### src/hdl/ehff_pkg.sv
`timescale 1ns / 1ps
// ----------------------------------------------------------------------------
// Ethernet header frame filter package
// Shared constants, codes and record types for the frame filter.
// ----------------------------------------------------------------------------
package ehff_pkg;

  localparam int unsigned HDR_LEN  = 34;
  localparam int unsigned POS_W    = 6;
  localparam int unsigned MAC_W    = 48;
  localparam int unsigned IP_W     = 32;
  localparam int unsigned CFG_IDX_W = 2;
  localparam int unsigned CFG_DAT_W = 48;

  // byte offsets in the frame
  localparam logic [POS_W-1:0] POS_SMAC  = 6'd6;
  localparam logic [POS_W-1:0] POS_ETYPE = 6'd12;
  localparam logic [POS_W-1:0] POS_L2END = 6'd14;
  localparam logic [POS_W-1:0] POS_PROTO = 6'd23;
  localparam logic [POS_W-1:0] POS_SIP   = 6'd26;
  localparam logic [POS_W-1:0] POS_DIP   = 6'd30;
  localparam logic [POS_W-1:0] POS_END   = 6'd34;

  // minimum frame lengths for each check
  localparam logic [POS_W-1:0] LEN_DMAC  = 6'd6;
  localparam logic [POS_W-1:0] LEN_SMAC  = 6'd12;
  localparam logic [POS_W-1:0] LEN_L2    = 6'd14;
  localparam logic [POS_W-1:0] LEN_PROTO = 6'd24;
  localparam logic [POS_W-1:0] LEN_SIP   = 6'd30;
  localparam logic [POS_W-1:0] LEN_DIP   = 6'd34;

  localparam logic [15:0] ETYPE_IPV4 = 16'h0800;
  localparam logic [15:0] ETYPE_ARP  = 16'h0806;
  localparam logic [7:0]  PROTO_ICMP = 8'd1;
  localparam logic [7:0]  PROTO_TCP  = 8'd6;
  localparam logic [7:0]  PROTO_UDP  = 8'd17;

  // filter_kind codes
  localparam logic [1:0] KIND_IP    = 2'd0;
  localparam logic [1:0] KIND_MAC   = 2'd1;
  localparam logic [1:0] KIND_PROTO = 2'd2;

  // filter_type codes
  localparam logic [2:0] SEL_SOURCE = 3'd0;
  localparam logic [2:0] TYPE_ARP   = 3'd1;
  localparam logic [2:0] TYPE_ICMP  = 3'd2;
  localparam logic [2:0] TYPE_TCP   = 3'd3;
  localparam logic [2:0] TYPE_UDP   = 3'd4;

  // configuration register indexes
  localparam logic [CFG_IDX_W-1:0] REG_KIND = 2'd0;
  localparam logic [CFG_IDX_W-1:0] REG_TYPE = 2'd1;
  localparam logic [CFG_IDX_W-1:0] REG_IP   = 2'd2;
  localparam logic [CFG_IDX_W-1:0] REG_MAC  = 2'd3;

  typedef struct packed {
    logic [1:0]      kind;
    logic [2:0]      ftype;
    logic [IP_W-1:0]  ip;
    logic [MAC_W-1:0] mac;
  } cfg_t;

  // per-frame summary handed from the parser to the verdict stage
  typedef struct packed {
    logic [POS_W-1:0] len;
    logic ipv4;
    logic arp;
    logic icmp;
    logic tcp;
    logic udp;
    logic sip_eq;
    logic dip_eq;
    logic smac_eq;
    logic dmac_eq;
  } rec_t;

endpackage

### src/hdl/ehff_front.sv
`timescale 1ns / 1ps
// ----------------------------------------------------------------------------
// Frame parser
// Captures header fields at fixed offsets and builds a frame summary at the
// last byte.
// ----------------------------------------------------------------------------
module ehff_front (
  input  logic                clk,
  input  logic                rst_n,
  input  ehff_pkg::cfg_t      cfg,
  input  logic                byte_take,
  input  logic [7:0]          frame_byte,
  input  logic                end_of_frame,
  output logic                rec_push,
  output ehff_pkg::rec_t      rec
);

  logic [ehff_pkg::POS_W-1:0] pos_r, pos_nxt, len;
  logic [ehff_pkg::MAC_W-1:0] dmac_r, dmac_nxt, smac_r, smac_nxt;
  logic [15:0]                etype_r, etype_nxt;
  logic [7:0]                 proto_r, proto_nxt;
  logic [ehff_pkg::IP_W-1:0]  sip_r, sip_nxt, dip_r, dip_nxt;

  always_comb begin
    dmac_nxt  = dmac_r;
    smac_nxt  = smac_r;
    etype_nxt = etype_r;
    proto_nxt = proto_r;
    sip_nxt   = sip_r;
    dip_nxt   = dip_r;
    if (pos_r < ehff_pkg::POS_SMAC) begin
      dmac_nxt = {dmac_r[ehff_pkg::MAC_W-9:0], frame_byte};
    end else if (pos_r < ehff_pkg::POS_ETYPE) begin
      smac_nxt = {smac_r[ehff_pkg::MAC_W-9:0], frame_byte};
    end else if (pos_r < ehff_pkg::POS_L2END) begin
      etype_nxt = {etype_r[7:0], frame_byte};
    end else if (pos_r == ehff_pkg::POS_PROTO) begin
      proto_nxt = frame_byte;
    end else if (pos_r >= ehff_pkg::POS_SIP && pos_r < ehff_pkg::POS_DIP) begin
      sip_nxt = {sip_r[ehff_pkg::IP_W-9:0], frame_byte};
    end else if (pos_r >= ehff_pkg::POS_DIP && pos_r < ehff_pkg::POS_END) begin
      dip_nxt = {dip_r[ehff_pkg::IP_W-9:0], frame_byte};
    end
    // length including this byte; saturate once the header is covered
    len     = pos_r + 6'd1;
    pos_nxt = (len > ehff_pkg::POS_END) ? ehff_pkg::POS_END : len;
  end

  assign rec_push = byte_take && end_of_frame;

  always_comb begin
    rec.len     = pos_nxt;
    rec.ipv4    = (etype_nxt == ehff_pkg::ETYPE_IPV4);
    rec.arp     = (etype_nxt == ehff_pkg::ETYPE_ARP);
    rec.icmp    = (proto_nxt == ehff_pkg::PROTO_ICMP);
    rec.tcp     = (proto_nxt == ehff_pkg::PROTO_TCP);
    rec.udp     = (proto_nxt == ehff_pkg::PROTO_UDP);
    rec.sip_eq  = (sip_nxt == cfg.ip);
    rec.dip_eq  = (dip_nxt == cfg.ip);
    rec.smac_eq = (smac_nxt == cfg.mac);
    rec.dmac_eq = (dmac_nxt == cfg.mac);
  end

  always_ff @(posedge clk) begin
    if (!rst_n || rec_push) begin
      pos_r   <= '0;
      dmac_r  <= '0;
      smac_r  <= '0;
      etype_r <= '0;
      proto_r <= '0;
      sip_r   <= '0;
      dip_r   <= '0;
    end else if (byte_take) begin
      pos_r   <= pos_nxt;
      dmac_r  <= dmac_nxt;
      smac_r  <= smac_nxt;
      etype_r <= etype_nxt;
      proto_r <= proto_nxt;
      sip_r   <= sip_nxt;
      dip_r   <= dip_nxt;
    end
  end

endmodule

### src/hdl/ehff_fifo.sv
`timescale 1ns / 1ps
// ----------------------------------------------------------------------------
// Frame summary queue
// Two-entry queue between the parser and the verdict stage.
// ----------------------------------------------------------------------------
module ehff_fifo (
  input  logic           clk,
  input  logic           rst_n,
  input  logic           push,
  input  ehff_pkg::rec_t wr_rec,
  output logic           full,
  input  logic           pop,
  output logic           not_empty,
  output ehff_pkg::rec_t rd_rec
);

  ehff_pkg::rec_t entry_r [2];
  logic           wr_ptr_r, rd_ptr_r;
  logic [1:0]     count_r, count_nxt;

  assign full      = (count_r == 2'd2);
  assign not_empty = (count_r != 2'd0);
  assign rd_rec    = entry_r[rd_ptr_r];

  always_comb begin
    count_nxt = count_r;
    if (push && !pop) begin
      count_nxt = count_r + 2'd1;
    end else if (pop && !push) begin
      count_nxt = count_r - 2'd1;
    end
  end

  always_ff @(posedge clk) begin
    if (push) begin
      entry_r[wr_ptr_r] <= wr_rec;
    end
  end

  always_ff @(posedge clk) begin
    if (!rst_n) begin
      wr_ptr_r <= 1'b0;
      rd_ptr_r <= 1'b0;
      count_r  <= 2'd0;
    end else begin
      if (push) begin
        wr_ptr_r <= ~wr_ptr_r;
      end
      if (pop) begin
        rd_ptr_r <= ~rd_ptr_r;
      end
      count_r <= count_nxt;
    end
  end

endmodule

### src/hdl/ehff_back.sv
`timescale 1ns / 1ps
// ----------------------------------------------------------------------------
// Verdict stage
// Applies the configured filter to a frame summary and holds the result
// in the output register.
// ----------------------------------------------------------------------------
module ehff_back (
  input  logic           clk,
  input  logic           rst_n,
  input  ehff_pkg::cfg_t cfg,
  input  logic           rec_valid,
  input  ehff_pkg::rec_t rec,
  output logic           rec_pop,
  output logic           out_valid,
  input  logic           out_ready,
  output logic           accept,
  output logic           truncated
);

  logic valid_r, acc_r, trunc_r;
  logic acc_nxt, trunc_nxt;

  assign rec_pop   = rec_valid && (!valid_r || out_ready);
  assign out_valid = valid_r;
  assign accept    = acc_r;
  assign truncated = trunc_r;

  always_comb begin
    acc_nxt   = 1'b0;
    trunc_nxt = 1'b0;
    case (cfg.kind)
      ehff_pkg::KIND_IP: begin
        if (rec.len < ehff_pkg::LEN_L2) begin
          trunc_nxt = 1'b1;
        end else if (rec.ipv4) begin
          if (cfg.ftype == ehff_pkg::SEL_SOURCE) begin
            trunc_nxt = (rec.len < ehff_pkg::LEN_SIP);
            acc_nxt   = !trunc_nxt && rec.sip_eq;
          end else begin
            trunc_nxt = (rec.len < ehff_pkg::LEN_DIP);
            acc_nxt   = !trunc_nxt && rec.dip_eq;
          end
        end
      end
      ehff_pkg::KIND_MAC: begin
        if (cfg.ftype == ehff_pkg::SEL_SOURCE) begin
          trunc_nxt = (rec.len < ehff_pkg::LEN_SMAC);
          acc_nxt   = !trunc_nxt && rec.smac_eq;
        end else begin
          trunc_nxt = (rec.len < ehff_pkg::LEN_DMAC);
          acc_nxt   = !trunc_nxt && rec.dmac_eq;
        end
      end
      ehff_pkg::KIND_PROTO: begin
        if (rec.len < ehff_pkg::LEN_L2) begin
          trunc_nxt = 1'b1;
        end else if (rec.arp) begin
          acc_nxt = (cfg.ftype == ehff_pkg::TYPE_ARP);
        end else if (rec.ipv4) begin
          if (rec.len < ehff_pkg::LEN_PROTO) begin
            trunc_nxt = 1'b1;
          end else begin
            acc_nxt = (rec.icmp && cfg.ftype == ehff_pkg::TYPE_ICMP) ||
                      (rec.tcp  && cfg.ftype == ehff_pkg::TYPE_TCP)  ||
                      (rec.udp  && cfg.ftype == ehff_pkg::TYPE_UDP);
          end
        end
      end
      default: begin
        acc_nxt   = 1'b0;
        trunc_nxt = 1'b0;
      end
    endcase
  end

  always_ff @(posedge clk) begin
    if (rec_pop) begin
      acc_r   <= acc_nxt;
      trunc_r <= trunc_nxt;
    end
  end

  always_ff @(posedge clk) begin
    if (!rst_n) begin
      valid_r <= 1'b0;
    end else if (rec_pop) begin
      valid_r <= 1'b1;
    end else if (out_ready) begin
      valid_r <= 1'b0;
    end
  end

endmodule

### src/hdl/ethernet_header_frame_filter.sv
`timescale 1ns / 1ps
// ----------------------------------------------------------------------------
// Ethernet header frame filter
// Parses an Ethernet/IPv4 header byte stream and gives one pass/reject
// verdict per frame.
// ----------------------------------------------------------------------------
// Throughput: one frame byte per cycle while in_tready is high; frames may follow back to back.
// Verdict path: the summary is queued at the last byte's transfer, then loaded into
//   the verdict register once that register is free or its verdict is being taken.
// in_tready drops only while the two-entry summary queue is full.
// Reset (rst_n low, synchronous) clears the registers, the parser and the queue.
module ethernet_header_frame_filter (
  input  logic        clk,
  input  logic        rst_n,
  input  logic        in_tvalid,
  output logic        in_tready,
  input  logic [7:0]  in_tdata,   // [7:0] frame_byte
  input  logic        in_tlast,   // end_of_frame
  output logic        out_tvalid,
  input  logic        out_tready,
  output logic [7:0]  out_tdata,  // [0] accept, [1] truncated, [7:2] zero
  input  logic        cfg_valid,
  output logic        cfg_ready,
  input  logic [ehff_pkg::CFG_IDX_W-1:0] cfg_index,
  input  logic [ehff_pkg::CFG_DAT_W-1:0] cfg_data
);

  ehff_pkg::cfg_t cfg_r;
  ehff_pkg::rec_t push_rec, pop_rec;
  logic           byte_take, rec_push, q_full, q_valid, rec_pop;
  logic           verdict_acc, verdict_trunc;

  assign cfg_ready = 1'b1;

  always_ff @(posedge clk) begin
    if (!rst_n) begin
      cfg_r <= '0;
    end else if (cfg_valid) begin
      case (cfg_index)
        ehff_pkg::REG_KIND: cfg_r.kind  <= cfg_data[1:0];
        ehff_pkg::REG_TYPE: cfg_r.ftype <= cfg_data[2:0];
        ehff_pkg::REG_IP:   cfg_r.ip    <= cfg_data[ehff_pkg::IP_W-1:0];
        ehff_pkg::REG_MAC:  cfg_r.mac   <= cfg_data[ehff_pkg::MAC_W-1:0];
        default: cfg_r <= cfg_r;
      endcase
    end
  end

  assign in_tready = !q_full;
  assign byte_take = in_tvalid && in_tready;

  ehff_front u_front (
    .clk          (clk),
    .rst_n        (rst_n),
    .cfg          (cfg_r),
    .byte_take    (byte_take),
    .frame_byte   (in_tdata),
    .end_of_frame (in_tlast),
    .rec_push     (rec_push),
    .rec          (push_rec)
  );

  ehff_fifo u_fifo (
    .clk       (clk),
    .rst_n     (rst_n),
    .push      (rec_push),
    .wr_rec    (push_rec),
    .full      (q_full),
    .pop       (rec_pop),
    .not_empty (q_valid),
    .rd_rec    (pop_rec)
  );

  ehff_back u_back (
    .clk       (clk),
    .rst_n     (rst_n),
    .cfg       (cfg_r),
    .rec_valid (q_valid),
    .rec       (pop_rec),
    .rec_pop   (rec_pop),
    .out_valid (out_tvalid),
    .out_ready (out_tready),
    .accept    (verdict_acc),
    .truncated (verdict_trunc)
  );

  assign out_tdata = {6'd0, verdict_trunc, verdict_acc};

endmodule

### config.mk
export PLATFORM = sky130hd
export DESIGN_NAME = ethernet_header_frame_filter
export DESIGN_NICKNAME = d
export VERILOG_FILES = /design/src/hdl/ehff_pkg.sv /design/src/hdl/ehff_front.sv /design/src/hdl/ehff_fifo.sv /design/src/hdl/ehff_back.sv /design/src/hdl/ethernet_header_frame_filter.sv
export SDC_FILE = /design/constraint.sdc
export NUM_CORES = 1
export LEC_CHECK = 0
export BUFFER_PORTS_ARGS = -buffer_cell sky130_fd_sc_hd__buf_2
export CAP_MARGIN = 5
export CELL_PAD_IN_SITES_DETAIL_PLACEMENT = 0
export CELL_PAD_IN_SITES_GLOBAL_PLACEMENT = 1
export CORE_MARGIN = 2
export CORE_UTILIZATION = 45
export DETAILED_ROUTE_END_ITERATION = 10
export PLACE_DENSITY_LB_ADDON = 0.12
export SYNTH_ARGS = -nofsm -noshare
export SYNTH_HDL_FRONTEND = slang
export SYNTH_SLANG_ARGS = --single-unit
### constraint.sdc
create_clock -name clk -period 2.8 [get_ports clk]
set_clock_uncertainty 0.1 [all_clocks]
set_input_delay 0.14 -clock clk [delete_from_list [all_inputs] [get_ports clk]]
set_output_delay 0.14 -clock clk [all_outputs]
set_load 0.05 [all_outputs]
== After elaboration in Yosys (flattened, before gate mapping) ==
Memories as Yosys holds them, arrays and structs flattened. A register that Yosys moved wholly into a read port is not among the register bits.
Index checks and enable logic that the tools add are counted.

* Bits in writable memories: 30
* Memories: 1
* Output and inout port bits: 11
* Input port bits: 64
* Word-level logic and storage cells: 142
* Register bits after elaboration: 282

{| class="wikitable"
|+ Memories
! memory !! words !! width !! read ports !! clocked after memory_dff !! wr ports !! RTL line !! source
|-
| u_fifo.entry_r || 2 || 15 || 1 || 1 || 1 || ehff_fifo.sv:17 || <nowiki>ehff_pkg::rec_t entry_r [2];</nowiki>
|}

* Reductions and logical operators: 37
* Bitwise logic cells: 2
* Add/sub/neg operators: 3
* Mux-type cells: 48
* Equal/unequal tests: 20
* $lt $le $gt $ge: 14

{| class="wikitable"
|+ Operators by type and width
! cell !! count
|-
| $mux W32 || 11
|-
| $mux W48 || 3
|-
| $eq A48 B48 Y1 || 2
|-
| $eq A32 B32 Y1 || 2
|-
| $mux W16 || 3
|-
| $eq A16 B12 Y1 const B || 2
|-
| $mux W8 || 4
|-
| $lt A6 B4 Y1 const B || 4
|-
| $mux W1 || 22
|-
| $lt A6 B5 Y1 const B || 3
|-
| $logic_and A1 B1 Y1 || 14
|-
| $ge A6 B5 Y1 const B || 2
|-
| $lt A6 B3 Y1 const B || 2
|-
| $lt A6 B6 Y1 const B || 2
|-
| $logic_not A1 Y1 || 9
|-
| $eq A2 B2 Y1 const B || 4
|-
| $eq A8 B1 Y1 const B || 1
|-
| $eq A8 B3 Y1 const B || 1
|-
| $eq A8 B5 Y1 const B || 1
|-
| $reduce_and A2 Y1 || 4
|-
| $add A6 B1 Y6 const B || 1
|-
| $eq A3 B2 Y1 const B || 2
|-
| $eq A6 B5 Y1 const B || 1
|-
| $gt A6 B6 Y1 const B || 1
|-
| other kinds (13) || 23
|}

== Depth between registers and ports, before layout ==
Gate-level depths: netlist of run 1.

* Word-level depth: 9
* Depth in mapped cells: 10
* Mapped depth without buffers: 8

== Cells and area by module ==
Synthesis of run 1 repeated with hierarchy kept, for this count alone.

* Cells, all modules: 2052
* Area, all modules: 16589.7 um2

{| class="wikitable"
|+ By module, submodules not included
! module !! cells each !! times used !! area each (um2) !! seq. area each (um2)
|-
| ehff_front || 1594 || 1 || 11629.9 || 3803.6
|-
| ethernet_header_frame_filter || 344 || 1 || 3311.9 || 1701.6
|-
| ehff_fifo || 69 || 1 || 1303.8 || 1001.0
|-
| ehff_back || 45 || 1 || 344.1 || 80.1
|}

== Worst setup path before layout of run 1 ==
Ideal clock, no wire load.

* Path type: register to register
* Start: register u_fifo.count_r[0]
* End: memory u_fifo.entry_r[0][0] in the netlist's numbering (enable)
* Setup time: 0.386 ns
* Buffers on the path: 0
* Stages on the path, launching flop included: 5
* Data required time: 2.314 ns
* Setup slack: 0.498 ns
* Arrival time: 1.816 ns
* Period minus slack after synthesis: 2.302 ns
* Path through: dfxtp_1 -> nand2b_1 -> and2_1 -> nand2_1 -> nor2_1

* Longest elaborated chain between the ends: 6

{| class="wikitable"
|+ Ends and longest elaborated chain
! item !! RTL line !! source
|-
| start, declared || ehff_fifo.sv:19 || <nowiki>logic [1:0] count_r, count_nxt;</nowiki>
|-
| start signal, assigned || ehff_fifo.sv:52 || <nowiki>count_r <= count_nxt;</nowiki>
|-
| $eq A2 B2 Y1 || ehff_fifo.sv:21 || <nowiki>assign full = (count_r == 2'd2);</nowiki>
|-
| $logic_not A1 Y1 || ethernet_header_frame_filter.sv:49 || <nowiki>assign in_tready = !q_full;</nowiki>
|-
| via in_tready || ethernet_header_frame_filter.sv:16 || <nowiki>output logic in_tready,</nowiki>
|-
| $logic_and A1 B1 Y1 || ethernet_header_frame_filter.sv:50 || <nowiki>assign byte_take = in_tvalid && in_tready;</nowiki>
|-
| $logic_and A1 B1 Y1 || ehff_front.sv:49 || <nowiki>assign rec_push = byte_take && end_of_frame;</nowiki>
|-
| $mux W1 || ehff_fifo.sv:35 || <nowiki>if (push) begin</nowiki>
|-
| $mux W1 (not written as such) || ehff_fifo.sv:36 || <nowiki>entry_r[wr_ptr_r] <= wr_rec;</nowiki>
|-
| end, declared || ehff_fifo.sv:17 ||
|}

The timed path passes the listed nets, and every way through them passes these cells.

==> results.sh, run 1 <==
export IMPL_p_leak_nw=7.03
export IMPL_whs_ns=0.0259
export IMPL_postSynthCellCount=2075
export IMPL_post_route_util=0.547
export IMPL_fin_tns_setup_ns=0
export IMPL_drc=0
export IMPL_core_um2=35700
export IMPL_post_cts_buffers=0
export IMPL_cts_sinks=311
export IMPL_synth_seq_cells=311
export IMPL_critPathBufInv=2
export IMPL_dp_cells=2585
export IMPL_num_vias=15557
export IMPL_route_final_wire_length_um=62400
export IMPL_htreeDepth=2
export IMPL_synth_fa_ha_area_frac=0.00291
export IMPL_routedWlPerCell_um=23.0
export IMPL_clock_path_buffers=3
export IMPL_p_seq_frac=0.426
export IMPL_power_frac_comb=0.149
export IMPL_critPathMaxFanout=30
export IMPL_slowest_stage="a2111o_1"
export IMPL_grt_max_degree=92
export IMPL_cpLargestDelayFamily="simple AND/OR/NAND/NOR gates"
export IMPL_rsz0062_at_grt="no"
export IMPL_pwr_share_clk=0.425
export IMPL_fin_area_um2=19500
export IMPL_syn_to_final_growth_pct=19.6
export IMPL_slew_viol_final=0
export IMPL_diodes=0
export IMPL_final_cell_mix="nand2_1 (574), dfxtp_1 (279), a21oi_1 (220), buf_4 (119), xnor2_1 (100)"
export IMPL_dr_pass1_iters=6
export IMPL_synth_xor_area_share=0.0939
export IMPL_grt_overflow_total=0
export IMPL_switching_share=0.281
export IMPL_viasPerCell=5.74
export IMPL_worstPathArrival_ns=3.00
export IMPL_async_flop_share=0
export IMPL_synth_edf_count=30
export IMPL_period_share=0.971
export IMPL_slew_headroom=0.218
export IMPL_layout_commonest_cell="nand2_1"
export IMPL_grt_pass1_wl_um=93200
export IMPL_endpoint_kind="flop"
export IMPL_synth_top_family_by_area="simple AND/OR/NAND/NOR gates"
export IMPL_p_int_mw=8.11
export IMPL_synth_compound_area_frac=0.182
export IMPL_grt_usage=0.328
export IMPL_dpl_worst_slack_ns=0.00113
export IMPL_gp_congestion=0.995
export IMPL_initial_core_util=0.458
export IMPL_yosys_area_share_simple=0.216
export IMPL_postRouteAntennaNets=0
export IMPL_syn_area_um2=16300
export IMPL_drive_above_1_share=0.125
export IMPL_crit_type="flop to flop"
export IMPL_status="completed"
export IMPL_ys_flop_type="dfxtp_1"
export IMPL_port_buffers=67
export IMPL_num_io_pins=75
export IMPL_final_cells=2710
export IMPL_die_x_um=194
export IMPL_path_cells="buf_4 -> a2111o_1 -> buf_12 -> nor2_1 -> a21oi_1 -> xnor2_1 -> nor4_1 -> nand4_1 -> nor3_2"
export IMPL_ys_types=73
export IMPL_setup_slack_ns=0.0803
export IMPL_antenna_found_initial=1
export IMPL_powerDensity_nw_per_um2=578
export IMPL_grt_pass1_vias=14888
export IMPL_avgSynthCellArea_um2=7.87
export IMPL_hold_path_class="input port to flop"
export IMPL_final_hold_viol_count=0
export IMPL_ys_warn_count=0
export IMPL_placed_cell_area_um2=17700
export IMPL_finalPower_mw=11.3
export IMPL_cts_tree="done"
export IMPL_cts_buffers=36
export IMPL_critical_path_required_ns=3.08
export IMPL_final_nets=2289
export IMPL_cts_root_buf="clkbuf_16"
export IMPL_start_kind="flop"
export IMPL_clk_latency_ns=0.57
export IMPL_min_period_ns=2.72
export IMPL_tightest_slew_ns=1.17
export IMPL_ir_worst_vdd_v=0.000402
export IMPL_switching_power_mw=3.17
export IMPL_fp_dieH_um=194
export IMPL_max_stage_delay_ns=0.50
export IMPL_cap_violations=0
export IMPL_synth_yosys_seq_area_share=0.400
export IMPL_dieArea_um2=37800
export IMPL_std_cell_rows=69
export IMPL_dp_hpwl_um=46100
export IMPL_setup_viol=0
export IMPL_max_freq_mhz=368
export IMPL_drt_iter0_markers=1498
export IMPL_synth_mux_area_fraction=0.0453
export IMPL_path_clk_slew_ns=0.06
cell type report:
class,instances,area (um^2)
clock inverters,9,113
inverters,74,278
repair buffers,256,2020
multi-input cells,1543,8920
fillers,3460,16100
well taps,461,577
flip-flops and latches,311,6530
clock buffers,56,1080
worst register-to-register path: stages (launching register included):
cell and delay (ns):
dfxtp_1 0.42, buf_4 0.23, a2111o_1 0.50, buf_12 0.21, nor2_1 0.12, a21oi_1 0.06
xnor2_1 0.13, nor4_1 0.38, nand4_1 0.18, nor3_2 0.22
repair_timing:
item	CTS	global route
resized for setup	1	9
hold buffers	60	0
hold endpoints to repair	106	0
setup endpoints to repair	2	8
power groups by stage:
stage	Clock, mW	Sequential [mW]	Combinational, mW
2_1_floorplan	0	4.83	1.06
5_1_grt	5.03	4.81	1.82
3_5_place_dp	0	4.89	1.59
6_report	4.80	4.80	1.68
4_1_cts	4.87	4.79	1.66
3_3_place_gp	0	4.89	1.57
path summary, 6_finish.rpt:
check,from,end,slack (ns),depth (start not counted)
min,cfg_valid,cfg_r[82],0.03,4
max reg2reg,u_front.pos_r[2],u_fifo.entry_r[0][0],0.08,9
min reg2reg,u_front.etype_r[11],u_front.etype_r[11],0.35,2
max,u_front.pos_r[2],u_fifo.entry_r[0][0],0.08,9
routing by layer:
metal | vias to the layer above | global-route usage | wire length [um]
met1 | 7521 | 0.470 | 28800
met2 | 597 | 0.483 | 26400
li1 | 7328 | - | -
met4 | 0 | 0.109 | 1820
met3 | 111 | 0.0758 | 5460
met5 | - | 0 | 0
registers in the layout (all words and copies together) (netlist names), named ones only:
name / count
u_fifo.rd_ptr_r: 1
u_fifo.entry_r: 28
u_back.accept: 1
u_back.out_valid: 1
u_back.truncated: 1
u_front.pos_r: 6
u_front.proto_r: 8
u_fifo.wr_ptr_r: 1
u_front.sip_r: 32
u_front.smac_r: 48
u_front.dip_r: 32
u_front.dmac_r: 48
u_front.etype_r: 16
cfg_r: 85
u_fifo.count_r: 2
Yosys cell counts (5+ instances only):
library cell,number,area share
nand2_1,575,0.13
dfxtp_1,281,0.34
a21oi_1,220,0.067
clkbuf_1,115,0.026
xnor2_1,100,0.054
a21boi_0,83,0.038
xor2_1,75,0.040
inv_1,74,0.017
mux2i_1,66,0.040
nor2_1,66,0.015
nand2b_1,32,0.012
nor4_1,31,0.012
edfxtp_1,30,0.055
nand4_1,26,0.010
nor3_1,26,0.0080
o22ai_1,24,0.0092
o21ai_0,21,0.0064
nand3_1,18,0.0055
nor2b_1,17,0.0065
o221ai_1,17,0.0091
a31oi_1,16,0.0061
a221oi_1,14,0.0075
buf_4,13,0.0060
buf_2,12,0.0037
buf_6,8,0.0055
o2111ai_1,8,0.0043
a2111oi_0,7,0.0038
a22o_1,6,0.0032
and2_1,6,0.0023
a222oi_1,5,0.0031
kinds of logic after synthesis:
logic type / after synthesis
AND/OR/NAND/NOR: 825
AO/OA/AOI/OAI: 461
flip-flops: 311
buffers and inverters: 226
XOR/XNOR: 175
multiplexers: 71
adder cells (fa/ha/maj): 4
other: 2
No activity file was read; power rests on OpenSTA's default activity.
==> inputs of run 2 (changes only) <==
--- a/config.mk
+++ b/config.mk
@@ -12,6 +12,7 @@
 export CORE_MARGIN = 2
 export CORE_UTILIZATION = 45
 export DETAILED_ROUTE_END_ITERATION = 10
+export GPL_TIMING_DRIVEN = 0
 export PLACE_DENSITY_LB_ADDON = 0.12
 export SYNTH_ARGS = -nofsm -noshare
 export SYNTH_HDL_FRONTEND = slang
==> constraint.sdc (replaced) <==
create_clock -name clk -period 3.03 [get_ports clk]
set_clock_uncertainty 0.1 [all_clocks]
set_input_delay 0.1515 -clock clk [delete_from_list [all_inputs] [get_ports clk]]
set_output_delay 0.1515 -clock clk [all_outputs]
set_load 0.05 [all_outputs]
==> run 2 against run 1 <==
Effect of this change:
- cell count increased by 0.70%
- first-iteration DRC count decreased by 7.8%
- setup slack got worse by 0.069 ns
- via count increased by 0.55%
- critical path depth increased by 1
- maximum frequency decreased by 9.9%
- power decreased by 6.7%
- sequential power decreased by 7.7%
- combinational power decreased by 8%
- hold slack improved by 0.045 ns
- utilization decreased by 1.0 points
- largest power group is now the clock network
==> results.sh, run 2 (synthesized netlist as in run 1, its figures left out) <==
export IMPL_cap_violations=0
export IMPL_path_clk_slew_ns=0.06
export IMPL_num_vias=15642
export IMPL_cts_sinks=311
export IMPL_core_um2=35700
export IMPL_fp_dieH_um=194
export IMPL_antenna_found_initial=0
export IMPL_die_x_um=194
export IMPL_slew_headroom=0.271
export IMPL_slowest_stage="a2111o_1"
export IMPL_final_nets=2309
export IMPL_powerDensity_nw_per_um2=550
export IMPL_setup_viol=0
export IMPL_critPathMaxFanout=10
export IMPL_postRouteAntennaNets=0
export IMPL_grt_pass1_wl_um=91200
export IMPL_max_freq_mhz=331
export IMPL_ir_worst_vdd_v=0.000464
export IMPL_hold_path_class="input port to flop"
export IMPL_crit_type="flop to flop"
export IMPL_cts_buffers=37
export IMPL_diodes=0
export IMPL_fin_tns_setup_ns=0
export IMPL_grt_usage=0.322
export IMPL_slew_viol_final=0
export IMPL_critical_path_required_ns=3.25
export IMPL_final_cells=2729
export IMPL_grt_max_degree=16
export IMPL_cp_common_cell="buf_6"
export IMPL_path_cells="buf_6 -> buf_6 -> a2111o_1 -> clkbuf_1 -> nor2_1 -> a21oi_1 -> xnor2_1 -> nor4_2 -> nand4_1 -> nor3_4"
export IMPL_route_final_wire_length_um=61700
export IMPL_routedWlPerCell_um=22.6
export IMPL_rsz0062_at_grt="no"
export IMPL_drive_above_1_share=0.0855
export IMPL_dieArea_um2=37800
export IMPL_viasPerCell=5.73
export IMPL_clk_latency_ns=0.56
export IMPL_grt_pass1_vias=14622
export IMPL_finalPower_mw=10.5
export IMPL_period_share=0.996
export IMPL_min_period_ns=3.02
export IMPL_htreeDepth=2
export IMPL_syn_to_final_growth_pct=17.3
export IMPL_status="completed"
export IMPL_fillers=3520
export IMPL_port_buffers=66
export IMPL_seqCellArea_um2=6530
export IMPL_dp_hpwl_um=46500
export IMPL_final_hold_viol_count=0
export IMPL_whs_ns=0.0712
export IMPL_initial_core_util=0.458
export IMPL_cts_root_buf="clkbuf_16"
export IMPL_cts_tree="done"
export IMPL_max_stage_delay_ns=0.47
export IMPL_tightest_slew_ns=1.09
export IMPL_reg_top3="cfg_r: 85 flops, u_front.dmac_r: 48 flops, u_front.smac_r: 48 flops"
export IMPL_regMostFlops="cfg_r"
export IMPL_setup_slack_ns=0.0114
export IMPL_grt_overflow_total=0
export IMPL_fin_area_um2=19200
export IMPL_drc=0
export IMPL_largest_reg_flops=85
export IMPL_dp_cells=2607
export IMPL_drt_iter0_markers=1381
export IMPL_worstPathArrival_ns=3.24
export IMPL_dpl_worst_slack_ns=-0.325
export IMPL_gp_congestion=0.997
export IMPL_placed_cell_area_um2=17300
export IMPL_num_io_pins=75
export IMPL_std_cell_rows=69
export IMPL_p_leak_nw=6.70
export IMPL_multi_input_area_um2=8930
export IMPL_endpoint_kind="flop"
export IMPL_post_route_util=0.537
export IMPL_start_kind="flop"
export IMPL_final_cell_mix="nand2_1 (574), dfxtp_1 (281), a21oi_1 (220), clkbuf_1 (117), xnor2_1 (99)"
export IMPL_dr_pass1_iters=6
export IMPL_clock_path_buffers=3
export IMPL_layout_commonest_cell="nand2_1"
-- run 2: cell types whose count changed in the layout (fill, tap and decap cells not counted), sizes merged --
cell         delta
clkinvlp        -2
bufinv          +1
dlygate4sd3     -7
clkinv          +3
clkbuf        +111
buf            -87
-- run 2: power by group --
group | internal, mW | switching [mW] | leakage, nW
Combinational | 0.541 | 1.01 | 3.53
Sequential | 4.29 | 0.138 | 2.56
Clock | 2.76 | 1.79 | 0.609
Total | 7.59 | 2.94 | 6.70
-- run 2: repair_timing --
action	in CTS	in global routing
setup buffers	5	1
hold endpoints to repair	92	0
hold buffers	53	0
setup endpoints to repair	46	26
pin swaps	1	4
gates resized for setup	9	13
cloned	0	0
-- run 2: layout make-up --
type | instances | area share
Sequential cell | 311 | 0.341
Clock inverter | 11 | 0.00738
Timing Repair Buffer | 126 | 0.0483
Tap cell | 461 | 0.0301
Inverter | 74 | 0.0145
Multi-Input combinational cell | 1543 | 0.466
Buffer | 149 | 0.0360
Clock buffer | 54 | 0.0570
-- run 2: routing by layer --
metal | GRT usage | share of wire | up-vias
met3 | 0.0566 | 0.083 | 125
met5 | 0 | 0 | -
li1 | - | - | 7395
met1 | 0.468 | 0.46 | 7466
met4 | 0.107 | 0.034 | 0
met2 | 0.481 | 0.43 | 656
-- run 2: worst paths after layout --
kind / from / to / slack, ns / cells past startpoint
max: u_front.pos_r[3] / u_fifo.entry_r[1][0] / 0.01 / 10
min: cfg_valid / cfg_r[48] / 0.07 / 5
max reg2reg: u_front.pos_r[3] / u_fifo.entry_r[1][0] / 0.01 / 10
min reg2reg: u_front.sip_r[29] / u_front.sip_r[29] / 0.35 / 2
-- run 2: worst max-delay path, delay by kind of cell, from the launching register on --
kind / cells / cell delay (ns)
AO/OA/AOI/OAI: 2 / 0.53
flip-flops: 1 / 0.31
buffers and inverters: 3 / 0.54
XOR/XNOR: 1 / 0.15
AND/OR/NAND/NOR: 4 / 1.15
